==> src/assert_macros.svh <==
// Assertion macros shared by the RTL of the bracket balance checker.
`ifndef ASSERT_MACROS_SVH
`define ASSERT_MACROS_SVH

// Property must hold at every clock edge outside reset.
`define ASSERT_ALWAYS(name, clk, rst_n, prop) \
  name: assert property (@(posedge clk) disable iff (!rst_n) (prop)) \
    else $error("%m: assertion failed");

// Consequent must hold whenever the antecedent holds.
`define ASSERT_IMPLIES(name, clk, rst_n, ante, cons) \
  name: assert property (@(posedge clk) disable iff (!rst_n) (ante) |-> (cons)) \
    else $error("%m: assertion failed");

`endif

==> src/bbc_pkg.sv <==
// Types, codes and bracket decoding for the bracket balance checker.
`timescale 1ns / 1ps
`default_nettype none

package bbc_pkg;

  typedef logic [1:0] kind_t;

  localparam logic [7:0] ChOpenParen   = 8'h28;
  localparam logic [7:0] ChOpenSquare  = 8'h5B;
  localparam logic [7:0] ChOpenCurly   = 8'h7B;
  localparam logic [7:0] ChOpenAngle   = 8'h3C;
  localparam logic [7:0] ChCloseParen  = 8'h29;
  localparam logic [7:0] ChCloseSquare = 8'h5D;
  localparam logic [7:0] ChCloseCurly  = 8'h7D;
  localparam logic [7:0] ChCloseAngle  = 8'h3E;

  localparam kind_t KindParen  = 2'd0;
  localparam kind_t KindSquare = 2'd1;
  localparam kind_t KindCurly  = 2'd2;
  localparam kind_t KindAngle  = 2'd3;

  localparam logic [1:0] StatBalanced   = 2'd0;
  localparam logic [1:0] StatCorrupt    = 2'd1;
  localparam logic [1:0] StatIncomplete = 2'd2;
  localparam logic [1:0] StatOverflow   = 2'd3;

  typedef struct packed {
    logic  is_open;
    logic  is_close;
    kind_t kind;
  } sym_class_t;

  function automatic sym_class_t classify(input logic [7:0] sym);
    sym_class_t c;
    c = '{is_open: 1'b0, is_close: 1'b0, kind: KindParen};
    case (sym)
      ChOpenParen:   c = '{is_open: 1'b1, is_close: 1'b0, kind: KindParen};
      ChOpenSquare:  c = '{is_open: 1'b1, is_close: 1'b0, kind: KindSquare};
      ChOpenCurly:   c = '{is_open: 1'b1, is_close: 1'b0, kind: KindCurly};
      ChOpenAngle:   c = '{is_open: 1'b1, is_close: 1'b0, kind: KindAngle};
      ChCloseParen:  c = '{is_open: 1'b0, is_close: 1'b1, kind: KindParen};
      ChCloseSquare: c = '{is_open: 1'b0, is_close: 1'b1, kind: KindSquare};
      ChCloseCurly:  c = '{is_open: 1'b0, is_close: 1'b1, kind: KindCurly};
      ChCloseAngle:  c = '{is_open: 1'b0, is_close: 1'b1, kind: KindAngle};
      default:       c = '{is_open: 1'b0, is_close: 1'b0, kind: KindParen};
    endcase
    return c;
  endfunction

  function automatic logic [7:0] closer_of(input kind_t kind);
    logic [7:0] ch;
    case (kind)
      KindParen:  ch = ChCloseParen;
      KindSquare: ch = ChCloseSquare;
      KindCurly:  ch = ChCloseCurly;
      KindAngle:  ch = ChCloseAngle;
      default:    ch = ChCloseParen;
    endcase
    return ch;
  endfunction

endpackage

`default_nettype wire

==> src/bracket_balance_checker_core.sv <==
// Top level of the bracket balance checker: stack control around the stack RAM.
//
//   channel | direction | payload                    | handshake
//   in      | input     | symbol, end_of_line        | in_valid_i / in_ready_o
//   out     | output     | status, character, last    | out_valid_o / out_ready_i
//
// One byte per cycle outside a drain; the stack RAM is read one entry below the
// next level every cycle, and a push seen last cycle is forwarded past the RAM.
// A line end with N open brackets drains as N results, one RAM read per closer;
// no input is taken meanwhile. Other line ends produce one result.
// Reset leaves the RAM contents undefined; only entries below the level are used.
// A line-end byte stalls while the output register holds an untaken result.
`timescale 1ns / 1ps
`default_nettype none
`include "assert_macros.svh"

module bracket_balance_checker_core import bbc_pkg::*; #(
  parameter int STACK_DEPTH = 32
) (
  input  wire logic       clk_i,
  input  wire logic       rst_ni,
  input  wire logic       in_valid_i,
  output logic            in_ready_o,
  input  wire logic [7:0] symbol_i,
  input  wire logic       end_of_line_i,
  output logic            out_valid_o,
  input  wire logic       out_ready_i,
  output logic      [1:0] status_o,
  output logic      [7:0] character_o,
  output logic            last_o
);

  localparam int AW = $clog2(STACK_DEPTH);
  localparam int LW = $clog2(STACK_DEPTH + 1);

  typedef enum logic {
    ST_RUN,
    ST_DRAIN
  } state_e;

  state_e     state_q, state_d;
  logic [LW-1:0] level_q, level_d;
  logic       corrupt_q, corrupt_d;
  logic       overflow_q, overflow_d;
  logic [7:0] illegal_q, illegal_d;
  logic       fwd_valid_q, fwd_valid_d;
  kind_t      fwd_kind_q, fwd_kind_d;
  logic       out_valid_q, out_valid_d;
  logic [1:0] status_q, status_d;
  logic [7:0] char_q, char_d;
  logic       last_q, last_d;

  logic          ram_we;
  logic [AW-1:0] ram_waddr;
  kind_t         ram_wdata;
  logic [AW-1:0] ram_raddr;
  kind_t         ram_rdata;
  logic [LW-1:0] level_below;

  sym_class_t cls;
  kind_t      top_kind;
  logic       out_free;
  logic       in_fire;

  bbc_ram #(
    .Width (2),
    .Depth (STACK_DEPTH)
  ) u_stack (
    .clk_i   (clk_i),
    .we_i    (ram_we),
    .waddr_i (ram_waddr),
    .wdata_i (ram_wdata),
    .raddr_i (ram_raddr),
    .rdata_o (ram_rdata)
  );

  assign cls         = classify(symbol_i);
  assign top_kind    = fwd_valid_q ? fwd_kind_q : ram_rdata;
  assign out_free    = !out_valid_q || out_ready_i;
  assign in_ready_o  = (state_q == ST_RUN) && (out_free || !end_of_line_i);
  assign in_fire     = in_valid_i && in_ready_o;
  assign level_below = level_d - LW'(1);
  assign ram_raddr   = level_below[AW-1:0];
  assign ram_waddr   = level_q[AW-1:0];
  assign ram_wdata   = cls.kind;

  always_comb begin
    state_d     = state_q;
    level_d     = level_q;
    corrupt_d   = corrupt_q;
    overflow_d  = overflow_q;
    illegal_d   = illegal_q;
    fwd_valid_d = 1'b0;
    fwd_kind_d  = fwd_kind_q;
    out_valid_d = out_valid_q && !out_ready_i;
    status_d    = status_q;
    char_d      = char_q;
    last_d      = last_q;
    ram_we      = 1'b0;

    case (state_q)
      ST_RUN: begin
        if (in_fire) begin
          if (!corrupt_q && !overflow_q) begin
            if (cls.is_open) begin
              if (level_q == LW'(STACK_DEPTH)) begin
                overflow_d = 1'b1;
              end else begin
                ram_we      = 1'b1;
                level_d     = level_q + LW'(1);
                fwd_valid_d = 1'b1;
                fwd_kind_d  = cls.kind;
              end
            end else if (cls.is_close) begin
              if (level_q == '0 || top_kind != cls.kind) begin
                corrupt_d = 1'b1;
                illegal_d = symbol_i;
              end else begin
                level_d = level_q - LW'(1);
              end
            end
          end
          if (end_of_line_i) begin
            if (!overflow_d && !corrupt_d && level_d != '0) begin
              state_d = ST_DRAIN;
            end else begin
              out_valid_d = 1'b1;
              last_d      = 1'b1;
              if (overflow_d) begin
                status_d = StatOverflow;
                char_d   = '0;
              end else if (corrupt_d) begin
                status_d = StatCorrupt;
                char_d   = illegal_d;
              end else begin
                status_d = StatBalanced;
                char_d   = '0;
              end
              level_d    = '0;
              corrupt_d  = 1'b0;
              overflow_d = 1'b0;
              illegal_d  = '0;
            end
          end
        end
      end
      ST_DRAIN: begin
        if (out_free) begin
          out_valid_d = 1'b1;
          status_d    = StatIncomplete;
          char_d      = closer_of(top_kind);
          last_d      = (level_q == LW'(1));
          level_d     = level_q - LW'(1);
          if (level_q == LW'(1)) begin
            state_d = ST_RUN;
          end
        end
      end
      default: begin
        state_d = ST_RUN;
      end
    endcase
  end

  always_ff @(posedge clk_i or negedge rst_ni) begin
    if (!rst_ni) begin
      state_q     <= ST_RUN;
      level_q     <= '0;
      corrupt_q   <= 1'b0;
      overflow_q  <= 1'b0;
      illegal_q   <= '0;
      fwd_valid_q <= 1'b0;
      fwd_kind_q  <= KindParen;
      out_valid_q <= 1'b0;
      status_q    <= StatBalanced;
      char_q      <= '0;
      last_q      <= 1'b0;
    end else begin
      state_q     <= state_d;
      level_q     <= level_d;
      corrupt_q   <= corrupt_d;
      overflow_q  <= overflow_d;
      illegal_q   <= illegal_d;
      fwd_valid_q <= fwd_valid_d;
      fwd_kind_q  <= fwd_kind_d;
      out_valid_q <= out_valid_d;
      status_q    <= status_d;
      char_q      <= char_d;
      last_q      <= last_d;
    end
  end

  assign out_valid_o = out_valid_q;
  assign status_o    = status_q;
  assign character_o = char_q;
  assign last_o      = last_q;

  `ASSERT_ALWAYS(a_level_in_range, clk_i, rst_ni, level_q <= LW'(STACK_DEPTH))
  `ASSERT_IMPLIES(a_drain_clean, clk_i, rst_ni, state_q == ST_DRAIN,
                  level_q != '0 && !corrupt_q && !overflow_q)
  `ASSERT_IMPLIES(a_single_is_last, clk_i, rst_ni,
                  out_valid_q && status_q != StatIncomplete, last_q)

endmodule

`default_nettype wire

==> src/bbc_ram.sv <==
// Generic single-write, single-read RAM with registered read data.
`timescale 1ns / 1ps
`default_nettype none

module bbc_ram #(
  parameter int Width = 2,
  parameter int Depth = 32
) (
  input  wire logic                     clk_i,
  input  wire logic                     we_i,
  input  wire logic [$clog2(Depth)-1:0] waddr_i,
  input  wire logic [Width-1:0]         wdata_i,
  input  wire logic [$clog2(Depth)-1:0] raddr_i,
  output logic      [Width-1:0]         rdata_o
);

  logic [Width-1:0] mem [Depth];

  always_ff @(posedge clk_i) begin
    if (we_i) begin
      mem[waddr_i] <= wdata_i;
    end
    rdata_o <= mem[raddr_i];
  end

endmodule

`default_nettype wire
==> config.mk <==
export PLATFORM = sky130hd
export DESIGN_NAME = bracket_balance_checker_core
export DESIGN_NICKNAME = d
export VERILOG_FILES = /design/src/bbc_pkg.sv /design/src/bracket_balance_checker_core.sv /design/src/bbc_ram.sv
export VERILOG_INCLUDE_DIRS = /design/src /design/src/src
export SDC_FILE = /design/constraint.sdc
export NUM_CORES = 1
export LEC_CHECK = 0
export ABC_AREA = 1
export BUFFER_PORTS_ARGS = -buffer_cell sky130_fd_sc_hd__buf_2
export CORE_MARGIN = 3
export CORE_UTILIZATION = 35
export CTS_CLUSTER_SIZE = 24
export DETAILED_ROUTE_END_ITERATION = 8
export GPL_ROUTABILITY_DRIVEN = 0
export REMOVE_ABC_BUFFERS = 1
export SETUP_SLACK_MARGIN = 0.4
export SKIP_LAST_GASP = 1
export SLEW_MARGIN = 20
export SYNTH_ARGS = -nofsm -noshare
export SYNTH_HDL_FRONTEND = slang
export SYNTH_SLANG_ARGS = --single-unit
export TNS_END_PERCENT = 50
==> constraint.sdc <==
create_clock -name clk_i -period 3.4 [get_ports clk_i]
set_clock_uncertainty 0.15 [all_clocks]
set_input_delay 0.51 -clock clk_i [delete_from_list [all_inputs] [get_ports clk_i]]
set_output_delay 0.51 -clock clk_i [all_outputs]
set_load 0.005 [all_outputs]
# Word level (Yosys, flattened, before mapping)
# Memories as Yosys holds them, arrays and structs flattened. A register that Yosys moved wholly into a read port is not among the register bits.
# Index checks and enable logic that the tools add are counted.
word_totals:
  register_bits: 32
  mem_bits_rw: 64
  input_bits: 13
  output_inout_bits: 13
  wordCells: 130
  mem_count: 1
mem_list:
  columns: ["memory", "words", "width", "rd", "rd_clocked_by_memory_dff", "write_ports", "line_no", "rtl"]
  rows:
  - ["u_stack.mem", 32, 2, 1, 1, 1, "bbc_ram.sv:17", "logic [Width-1:0] mem [Depth];"]
op_classes:
  n_addsub: 3
  n_eq_ne: 18
  muxes: 73
  bitwise_logic: 2
  n_reduce_logical: 22
op_table:
  columns: ["op", "n"]
  rows:
  - ["$mux W8", 12]
  - ["$mux W6", 11]
  - ["$mux W1", 36]
  - ["$eq A8 B6 Y1 const B", 4]
  - ["$eq A8 B7 Y1 const B", 4]
  - ["$pmux W4 S8", 1]
  - ["$pmux W8 S4", 1]
  - ["$pmux W8 S2", 1]
  - ["$mux W2", 6]
  - ["$pmux W6 S2", 1]
  - ["$logic_not A1 Y1", 7]
  - ["$add A6 B1 Y6 const B", 1]
  - ["$eq A6 B1 Y1 const B", 1]
  - ["$eq A6 B6 Y1 const B", 1]
  - ["$logic_and A1 B1 Y1", 6]
  - ["$logic_not A6 Y1", 1]
  - ["$ne A2 B2 Y1 const B", 3]
  - ["$pmux W1 S2", 3]
  - ["$reduce_bool A6 Y1", 1]
  - ["$sub A6 B1 Y6 const B", 1]
  - ["$reduce_and A5 Y1", 1]
  - ["$sub A5 B1 Y5 const B", 1]
  - ["$eq A2 B2 Y1 const B", 2]
  - ["$pmux W2 S2", 1]
  - ["other kinds (8)", 11]

# Longest topological paths before layout
# Gate-level depths: netlist (run 1).
depth:
  depth_word: 18
  depth_mapped: 29
  mapped_depth_nobuf: 28

# Modules after synthesis
# A second synthesis (run 1) with hierarchy kept.
hier_totals:
  hier_cells: 642
  area_unflattened_um2: 5378.9
modules_own_cells:
  columns: ["mod", "instances", "cells_per_inst", "area_per_inst_um2", "seq_area_each_um2"]
  rows:
  - ["bbc_ram", 1, 269, 2906.5, 1961.9]
  - ["bracket_balance_checker_core", 1, 373, 2472.4, 800.8]

# Worst setup path before layout (run 1)
# Ideal clock, no wire load.
synth_path:
  path_kind: "input -> register"
  start: "input port symbol_i[5]"
  end: "register u_stack.rdata_o[1] (read register of u_stack.mem)"
  setup_ns: 0.113
  arrival_time_ns: 3.238
  required_time_ns: 3.137
  path_slack_ns: -0.101
  path_stages: 27
  path_buffers: 2
  cell_sequence: "nand2_1 inv_1 nand2_1 nor2_1 nor2_2 nand2_2 nand2_1 nand3_2 nor2_8 nor2_4 nor2_4 nand2_2 nand2_2 nand2_1 nand2_2 nand2_4 buf_4 ha_1 inv_1 clkbuf_1 nand3_1 nand2_1 nand3_1 nand2_1 nand2_1 nand3_1 nand2_1"
synth_lines:
  columns: ["element", "line_no", "rtl"]
  rows:
  - ["start, declared", "bracket_balance_checker_core.sv:24", "input wire logic [7:0] symbol_i,"]
  - ["end, declared", "bbc_ram.sv:14", "output logic [Width-1:0] rdata_o"]

# Worst setup path after layout (run 1)
layout_path:
  start: "input port symbol_i[4]"
  end: "register u_stack.rdata_o[0] (read register of u_stack.mem)"
layout_between:
  elab_chain_len: 18
  elab_cells_between_ends: 37
  cone_classes: "add/sub (1); eq/ne (9); mux (21); reduce/logical (6)"
layout_lines:
  columns: ["element", "line_no", "rtl"]
  rows:
  - ["$eq A8 B6 Y1 / $eq A8 B7 Y1 (equally long branches)", "bbc_pkg.sv:37", "case (sym)"]
  - ["$pmux W4 S8 *", "bbc_pkg.sv:37", null]
  - ["parallel branches: the longest is 12 deep, another holds $mux W6", null, null]
  - ["$mux W6 *", "bracket_balance_checker_core.sv:123", "if (end_of_line_i) begin"]
  - ["$mux W6 *", "bracket_balance_checker_core.sv:103", "if (in_fire) begin"]
  - ["$pmux W6 S2 *", "bracket_balance_checker_core.sv:101", "case (state_q)"]
  - ["$sub A5 B1 Y5 *", "bracket_balance_checker_core.sv:82", "assign level_below = level_d - LW'(1);"]
# Mark *: on every way between the ends. The select of a mux whose other input is x is not followed.
# A chain may end at the register's enable or synchronous reset.

==> results of run 1 <==
==> worst min-delay path by stage <==
stage,slack (ps),endpoint,cells past startpoint,startpoint
final,70,level_q[2],1,rst_ni
after floorplan,60,character_o[0],0,rst_ni
after global routing,120,level_q[2],1,rst_ni
after CTS,90,out_valid_o,1,rst_ni
after global placement,310,illegal_q[5],2,illegal_q[5]
after detailed placement,310,character_o[2],2,character_o[2]
==> cell usage after synthesis (all sizes together) (3+ instances only) <==
cell,instances
xor2,4
inv,60
edfxtp,64
ha,9
o22ai,8
nor2,81
clkbuf,9
nand2,220
nand3,71
nor3,4
o21ai,51
clkinv,3
buf,8
a21oi,15
dfrtp,32
==> power by group <==
part	switching (mW)	internal, mW	leakage [nW]
sequential	0.114	1.42	1.01
clock	0.454	0.597	0.144
combinational	2.40	1.80	1.88
==> kinds of logic (layout without fill, tap and decap cells) <==
group,count (synthesis),in the layout,share of synthesized area [%]
AND/OR/NAND/NOR,379,379,31.6
flip-flops,98,98,51.1
AO/OA/AOI/OAI,81,81,8.19
buffers and inverters,80,172,6.27
adder cells (fa/ha/maj),9,9,2.08
XOR/XNOR,5,5,0.809
==> registers in the layout (all words and copies together), names as in the netlist <==
register,flops
state_q,1
u_stack.mem,64
fwd_kind_q,2
u_stack.rdata_o,2
overflow_q,1
illegal_q,8
last_o,1
out_valid_o,1
status_o,2
character_o,8
corrupt_q,1
fwd_valid_q,1
level_q,6
==> routing by layer <==
| layer | vias up | GRT usage, % |
|---|---|---|
| met1 | 2226 | 23.4 |
| met3 | 36 | 3.11 |
| li1 | 2317 | - |
| met5 | - | 0 |
| met2 | 143 | 28.5 |
| met4 | 0 | 7.08 |
==> cell type report <==
type	count	area, um^2	share of cell area (%)
inverters	63	249	3.63
clock buffers	11	243	3.54
repair buffers	93	744	10.9
clock inverters	5	62.6	0.913
multi-input cells	474	2560	37.4
flip-flops and latches	98	2760	40.3
well taps	184	230	3.36
==> worst register-to-register path: cells and delay by family, from the launching register on <==
kind	cells	cell delay (ps)
simple gates	18	1210
buf+inv	7	630
fa+ha+maj	2	430
flops	1	400
compound gates	1	90
==> timing repair <==
action,in CTS,in global routing
gates resized for setup,51,33
gates cloned,3,0
pin swaps,33,23
endpoints found under the setup margin,2,17
buffers inserted,18,2
==> through the flow <==
step | total power, mW | hold slack, ps | worst slack, ps
5_1_grt | 7.27 | 117 | 129
3_5_place_dp | 4.66 | 314 | -109
3_3_place_gp | 4.62 | 311 | -68.3
6_report | 6.78 | 70.3 | 379
2_1_floorplan | 3.58 | 64.4 | -376
4_1_cts | 6.57 | 91.8 | 401
==> impl_metrics.ini, run 1 <==
[route]
finalWirelength_um = 14100
ant_nets = 0
vias_per_cell = 5.09
met2WireLength_um = 6670
met1_length_um = 6350
routed.top_layer = met4
first_pass_iters = 6
dr_wl_met3_um = 669
drtIter0Drc = 491
wl_per_cell_um = 15.2
drcViolationCount = 0
vias = 4722

[global_routing]
grt_max_degree = 34
grt_usage_pct = 17.6
overflow = 0
grt_pass1_vias = 4715
antenna_found_initial = 0
grt_pass1_wl_um = 23600

[final_layout]
diodes = 0
final_common_cell = nand2_1
stdcell_count = 928
final_cell_mix = nand2_1, edfxtp_1, nor2_1
area_delta_synth_final_pct = 26.7
n_fill_cell = 1344
drive_gt1_share_pct = 29.3
fin_util_pct = 46.3
fin_area_mm2 = 0.00685
layout.nets = 761

[run]
max_cap_violations = 0

[pwr]
pwr_density_cell_mw_per_mm2 = 990
leakagePower_nw = 3.03
vdd_drop_max_v = 0.000646

[sta]
period_minus_slack_ps = 3020
timing.final.max_slew_violations = 0
setup_violations = 0
fmax_ghz = 0.331
rsz0062_at_grt = yes
hold_viol = 0
timing.final.crit_share_pct = 88.8
worst_pin_slew_ps = 751
relSlewSlack_pct = 49.9
finalSetupTns_ps = 0

[die]
rows = 44
die-width_um = 130
die_area_mm2 = 0.0170
io_pins = 26
die_y_um = 130
core-area_mm2 = 0.0148
start_util_pct = 36.5

[clock_network]
insertion_delay_ps = 350
cts_buffers = 9
cts_tree = built
postCtsHoldBufs = 0
clk_pin_slew_ps = 70
cts_root_buffer = clkbuf_16
htree_levels = 3
clockBufferDepth = 2
cts_num_sinks = 98

[placement]
io_buffers = 25
hpwl_um = 9520
placed_cell_area_mm2 = 0.00603
dp_cells = 889

[worst_setup_path]
startpoint = symbol_i[4]
crit_type = in2reg
worstReg2RegStart = level_q[1]
critPathArrivalTime_ps = 3120
cp_num_cells = 25
max_stage_delay_ps = 240
critPathCapture = u_stack.rdata_o[0]
r2r_cells = 28
end_kind = register
r2r_end = u_stack.rdata_o[0]
cp-start-kind = input pin
path_common_cell = nand2_1
cp_num_buf_inv = 8
cp_top_family = simple AND/OR/NAND/NOR gates
rrSetupSlack_ps = 400
cp_slowest_cell = nor3_2
cp.required_ps = 3500
path_max_fanout = 8

[synthesis]
postSynthCellCount = 652
synth_area_per_cell_um2 = 8.30
synthArstFlopShare_pct = 32.7
syn_area_mm2 = 0.00541
yosysUniqueCellTypes = 38
yosys_warnings = 0
synth.area.top_cells = edfxtp_1, dfrtp_1, nand2_1, nand3_1, nor2_1
synth_top_area_share_pct = 35.5
synth_edf_count = 64
ys_seq_area_share_pct = 51.1
synth-seq-cells = 98
synth_top_cell_by_area = edfxtp_1
synth_flop_cell = edfxtp_1

[run_status]
outcome = finished, final reports clean

[hold_path]
hp-class = in2async
(Power assumes the default switching activity.)
==> inputs of run 2 (changes only) <==
--- a/config.mk
+++ b/config.mk
@@ -19,5 +19,6 @@
 export SLEW_MARGIN = 20
 export SYNTH_ARGS = -nofsm -noshare
 export SYNTH_HDL_FRONTEND = slang
+export SYNTH_HIERARCHICAL = 1
 export SYNTH_SLANG_ARGS = --single-unit
 export TNS_END_PERCENT = 50
==> run 2 against run 1 <==
Against the previous run:
- cell area increased by 2.9%
- register-to-register slack about the same
- combinational power decreased by 19%
- clock power about the same
- area after synthesis decreased by 0.60%
- via count decreased by 1.1%
- utilization increased by 1.3 points
- fmax increased by 0.54%
- worst hold slack improved by 6.1 ps
- critical path type unchanged
- highest routed layer unchanged
==> impl_metrics.ini, run 2 <==
[run_status]
outcome = finished, final reports clean

[worst_setup_path]
path_max_fanout = 10
critPathArrivalTime_ps = 3150
end_kind = register
cp-start-kind = input pin
cp.required_ps = 3550
crit_type = in2reg
cp_slowest_cell = ha_4
path_common_cell = nand2_1
max_stage_delay_ps = 250

[die]
rows = 44
io_pins = 26
die_area_mm2 = 0.0169
die-width_um = 130
core-area_mm2 = 0.0148
die_y_um = 130
start_util_pct = 36.3

[hold_path]
hp-class = in2async

[pwr]
power_frac_seq_pct = 24.6
pwr_density_cell_mw_per_mm2 = 840
comb_power_share_pct = 57.7
p_sw_mw = 2.56
vdd_drop_max_v = 0.000476
p_clk_share_pct = 17.7
switching_share_pct = 43.3
leakagePower_nw = 3.10
internal-power_mw = 3.36

[clock_network]
cts_buffers = 9
clk_pin_slew_ps = 70
insertion_delay_ps = 350
clockBufferDepth = 2
cts_root_buffer = clkbuf_16
htree_levels = 3
cts_tree = built
cts_num_sinks = 98

[synthesis]
synth_top_cell_by_area = edfxtp_1
yosys_warnings = 6
synth_area_per_cell_um2 = 8.38
ys_seq_area_share_pct = 51.4
syn_area_mm2 = 0.00538
synth_most_common_cell = nand2_1
synthArstFlopShare_pct = 32.7
synth.area.top_cells = edfxtp_1, dfrtp_1, nand2_1, nand3_1, nor2_1
postSynthCellCount = 642
synth_edf_count = 64
synth-seq-cells = 98
synth_top_area_share_pct = 35.7
synth_common_cells = nand2_1, nand3_1, nor2_1
synth_flop_cell = edfxtp_1
yosysUniqueCellTypes = 37

[global_routing]
grt_pass1_vias = 4753
overflow = 0
grt_max_degree = 36
met3_usage_pct = 3.48
top_usage_layer = met2
grt_usage_pct = 17.0
antenna_found_initial = 0
use_met1_pct = 21.5
grt_pass1_wl_um = 22700
met2_usage_pct = 29.7

[final_layout]
multi_input_area_mm2 = 0.00265
n_fill_cell = 1380
layout.nets = 768
fin_util_pct = 47.6
final_cell_mix = nand2_1, buf_4, nor2_1
final_common_cell = nand2_1
seqCellArea_mm2 = 0.00276
drive_gt1_share_pct = 33.8
largest_register = u_stack/mem
largest_reg_flops = 64
area_delta_synth_final_pct = 31.1
diodes = 0

[sta]
finalSetupTns_ps = 0
relSlewSlack_pct = 50.6
fmax_ghz = 0.333
rsz0062_at_grt = yes
worst_pin_slew_ps = 741
setup_violations = 0
timing.final.max_slew_violations = 0
hold_viol = 0
period_minus_slack_ps = 3000
timing.final.crit_share_pct = 88.4

[route]
drcViolationCount = 0
vias_per_cell = 5.00
vias = 4672
drtIter0Drc = 328
first_pass_iters = 5
ant_nets = 0
wl_per_cell_um = 14.9
finalWirelength_um = 13900

[placement]
io_buffers = 25
hpwl_um = 9420

[run]
max_cap_violations = 0
==> run 2: changes by cell type after synthesis, moves of 5 or more <==
| cell | before | now |
|---|---|---|
| nand2_1 | 201 | 193 |
| nor2_2 | 6 | 1 |
| nor2_1 | 69 | 81 |
| o21ai_2 | 0 | 5 |
| nand4_1 | 0 | 7 |
| o21ai_1 | 16 | 2 |
| clkbuf_1 | 9 | 4 |
| nand3_1 | 67 | 88 |
| buf_6 | 3 | 8 |
| o21ai_0 | 35 | 15 |
==> run 2: final timing paths <==
kind	start	to	slack (ps)	cells past startpoint
max	symbol_i[7]	u_stack/rdata_o[0]	400	26
min reg2reg	last_o	last_o	320	2
min in group clk_i	last_o	last_o	320	2
max reg2reg	level_q[2]	u_stack/rdata_o[1]	410	23
max in group asynchronous	rst_ni	level_q[1]	2510	1
min	rst_ni	state_q	80	1
==> run 2: logic make-up after synthesis <==
logic type	Yosys count	synth area share (%)
AOI/OAI and AO/OA	50	5.98
DFF	98	51.4
xor gates and xnor gates	9	1.47
buffers and inverters	78	7.14
adders and majority gates	9	2.09
and+or+nand+nor	398	32.0
==> run 2: area by class of cell <==
class,instances,share of cell area [%]
clock buffer,11,3.44
inverter,61,3.60
multi-input combinational,467,37.6
sequential,98,39.2
clock inverter,5,0.958
tap,184,3.26
timing repair buffer,109,12.0
==> run 2: worst max-delay path, delay by kind of cell <==
kind | cells | cell delay, ps
buffers and inverters | 7 | 630
AND/OR/NAND/NOR | 17 | 1540
adder cells (fa/ha/maj) | 1 | 250
AO/OA/AOI/OAI | 1 | 200
==> run 2: metrics by stage <==
step | area [um^2] | hold WS [ps] | setup slack [ps] | total power [mW] | std cells
after floorplan | 5230 | 64.4 | -824 | 3.21 | 625
after global placement | 6090 | 303 | -158 | 4.29 | 900
after detailed placement | 6090 | 308 | -243 | 4.34 | 900
after CTS | 6780 | 82.5 | 402 | 5.80 | 927
after global routing | 7050 | 118 | 130 | 6.38 | 935
final | 7050 | 76.4 | 396 | 5.92 | 935
==> run 2: repair_timing <==
| item | 4_1_cts | 5_1_grt |
|---|---|---|
| pin swaps | 45 | 57 |
| resized for setup | 80 | 63 |
| hold endpoints to repair | 0 | 0 |
| setup endpoints to repair | 2 | 13 |
| buffers inserted | 11 | 7 |
| hold buffers | 0 | 0 |
| gates cloned | 0 | 1 |
==> run 2: power by group through the flow <==
stage | Sequential, mW | Combinational, mW | Clock, mW
5_1_grt | 1.47 | 3.78 | 1.13
3_5_place_dp | 1.48 | 2.85 | 0
2_1_floorplan | 1.51 | 1.70 | 0
3_3_place_gp | 1.48 | 2.82 | 0
4_1_cts | 1.46 | 3.26 | 1.08
6_report | 1.46 | 3.42 | 1.05
==> run 2: metal layers <==
layer	wire, um	part of all wire [%]
met3	445	3.2
met1	6220	45
met2	7040	51
met5	0	0
met4	197	1.4
==> inputs of run 3 (changes only) <==
--- a/config.mk
+++ b/config.mk
@@ -14,7 +14,6 @@
 export DETAILED_ROUTE_END_ITERATION = 8
 export GPL_ROUTABILITY_DRIVEN = 0
 export REMOVE_ABC_BUFFERS = 1
-export SETUP_SLACK_MARGIN = 0.4
 export SKIP_LAST_GASP = 1
 export SLEW_MARGIN = 20
 export SYNTH_ARGS = -nofsm -noshare
==> run 3 against run 2 <==
Against the previous run:
- sequential share of layout area grew 3.1 points
- global-route usage shrank 0.52 points
- register-to-register slack lost 140 ps
- via count shrank 2.1%
- combinational power shrank 12%
- sequential power is essentially flat
- clock-buffer cell count is the same
- cell area shrank 7.3%
- sequential cell count is the same
- critical path type is now reg2reg
- critical endpoint unchanged
==> impl_metrics.ini, run 3 (synthesis results as in run 2) <==
[final_layout]
final_common_cell = nand2_1
largest_reg_flops = 64
stdcell_count = 919
diodes = 0
largest_register = u_stack/mem
n_fill_cell = 1446
layout.nets = 752
drive_gt1_share_pct = 22.7
final_cell_mix = nand2_1, nand3_1, nor2_1
area_delta_synth_final_pct = 21.6

[clock_network]
cts_buffers = 9
clockBufferDepth = 2
cts_tree = built
cts_num_sinks = 98
postCtsHoldBufs = 0
cts_root_buffer = clkbuf_16
clk_pin_slew_ps = 70
htree_levels = 3
insertion_delay_ps = 350

[placement]
io_buffers = 25
dp_cells = 900
hpwl_um = 9420

[route]
finalWirelength_um = 13200
vias_per_cell = 4.98
drcViolationCount = 0
vias = 4574
ant_nets = 0
first_pass_iters = 5
wl_per_cell_um = 14.3
drtIter0Drc = 352

[global_routing]
antenna_found_initial = 0
top_usage_layer = met2
grt_pass1_vias = 4625
overflow = 0
met3_usage_pct = 3.77
grt_pass1_wl_um = 22100
grt_usage_pct = 16.5
use_met1_pct = 21.1
grt_max_degree = 36
met2_usage_pct = 28.2

[pwr]
vdd_drop_max_v = 0.000438
internal-power_mw = 3.17
p_clk_share_pct = 19.1
leakagePower_nw = 2.93
pwr_density_cell_mw_per_mm2 = 845
switching_share_pct = 42.6
p_sw_mw = 2.36
comb_power_share_pct = 54.5
power_frac_seq_pct = 26.4

[sta]
finalSetupTns_ps = 0
period_minus_slack_ps = 3130
timing.final.max_slew_violations = 0
timing.final.crit_share_pct = 92.2
worst_pin_slew_ps = 763
relSlewSlack_pct = 49.2
fmax_ghz = 0.319
hold_viol = 0
setup_violations = 0

[worst_setup_path]
crit_type = reg2reg
end_kind = register
startpoint = level_q[1]
rrSetupSlack_ps = 270
path_max_fanout = 10
worstReg2RegStart = level_q[1]
critPathArrivalTime_ps = 3290
cp-start-kind = register
cp.required_ps = 3550

[run]
max_cap_violations = 0

[die]
die_y_um = 130
core-area_mm2 = 0.0148
io_pins = 26
rows = 44
die-width_um = 130
start_util_pct = 36.3
die_area_mm2 = 0.0169

[hold_path]
hp-class = in2async

[run_status]
outcome = finished, final reports clean
## run 3: worst paths after layout
check / to / cells after the start
max in group asynchronous: level_q[1] / 1
worst min register to register: last_o / 2
worst max-delay path: u_stack/rdata_o[0] / 23
min in group clk_i: last_o / 2
worst min-delay path: state_q / 1
worst max register to register: u_stack/rdata_o[0] / 23
## run 3: repair_timing
action	CTS	global route
buffers inserted	0	3
endpoints found under the setup margin	0	2
gates resized for setup	0	29
endpoints found under the hold margin	0	0
## run 3: cell type report
cell class	instances	area [um^2]	area share, %
clock buffer	11	243	3.71
clock inverter	5	67.6	1.03
inverter	61	236	3.62
multi-input combinational	466	2330	35.6
sequential	98	2760	42.3
tap	184	230	3.52
timing repair buffer	94	671	10.3
## run 3: critical path, stage by stage, from the launching register on
cell and delay (ps):
dfrtp_2 450, inv_1 90, ha_1 190, nand4_1 190, nand3_2 150, nor2_4 60
nor2_4 100, nor2_2 50, nand2_1 130, inv_1 70, o211ai_1 190, nor2_1 80
nor2_2 200, ha_4 240, inv_2 90, inv_2 60, buf_12 140, nand3_1 100
nand3_1 110, nand2_1 80, nand2_1 50, nand2_1 60, nand2_1 50, nand2_1 50
## run 3: stage by stage
stage / area [um^2] / worst slack [ps] / power [mW] / hold WS [ps] / util, %
after floorplan: 5230 / -824 / 3.21 / 64.4 / -
after global placement: 6090 / -158 / 4.29 / 303 / 41.2
after detailed placement: 6090 / -243 / 4.34 / 308 / 41.2
after CTS: 6400 / 121 / 5.41 / 82.5 / 43.2
after global routing: 6540 / -6.71 / 5.98 / 129 / 44.2
final: 6540 / 265 / 5.53 / 79.5 / 44.2
## run 3: power by group through the flow
stage	combinational [mW]	sequential, mW	clock, mW
floorplan	1.70	1.51	0
global placement	2.82	1.48	0
detailed placement	2.85	1.48	0
CTS	2.87	1.46	1.08
global route	3.38	1.48	1.13
finish	3.01	1.46	1.05
## run 3: layer usage
layer / routed length, um / share of wire [%]
met1: 6090 / 46
met2: 6320 / 48
met3: 583 / 4.4
met4: 172 / 1.3
met5: 0 / 0
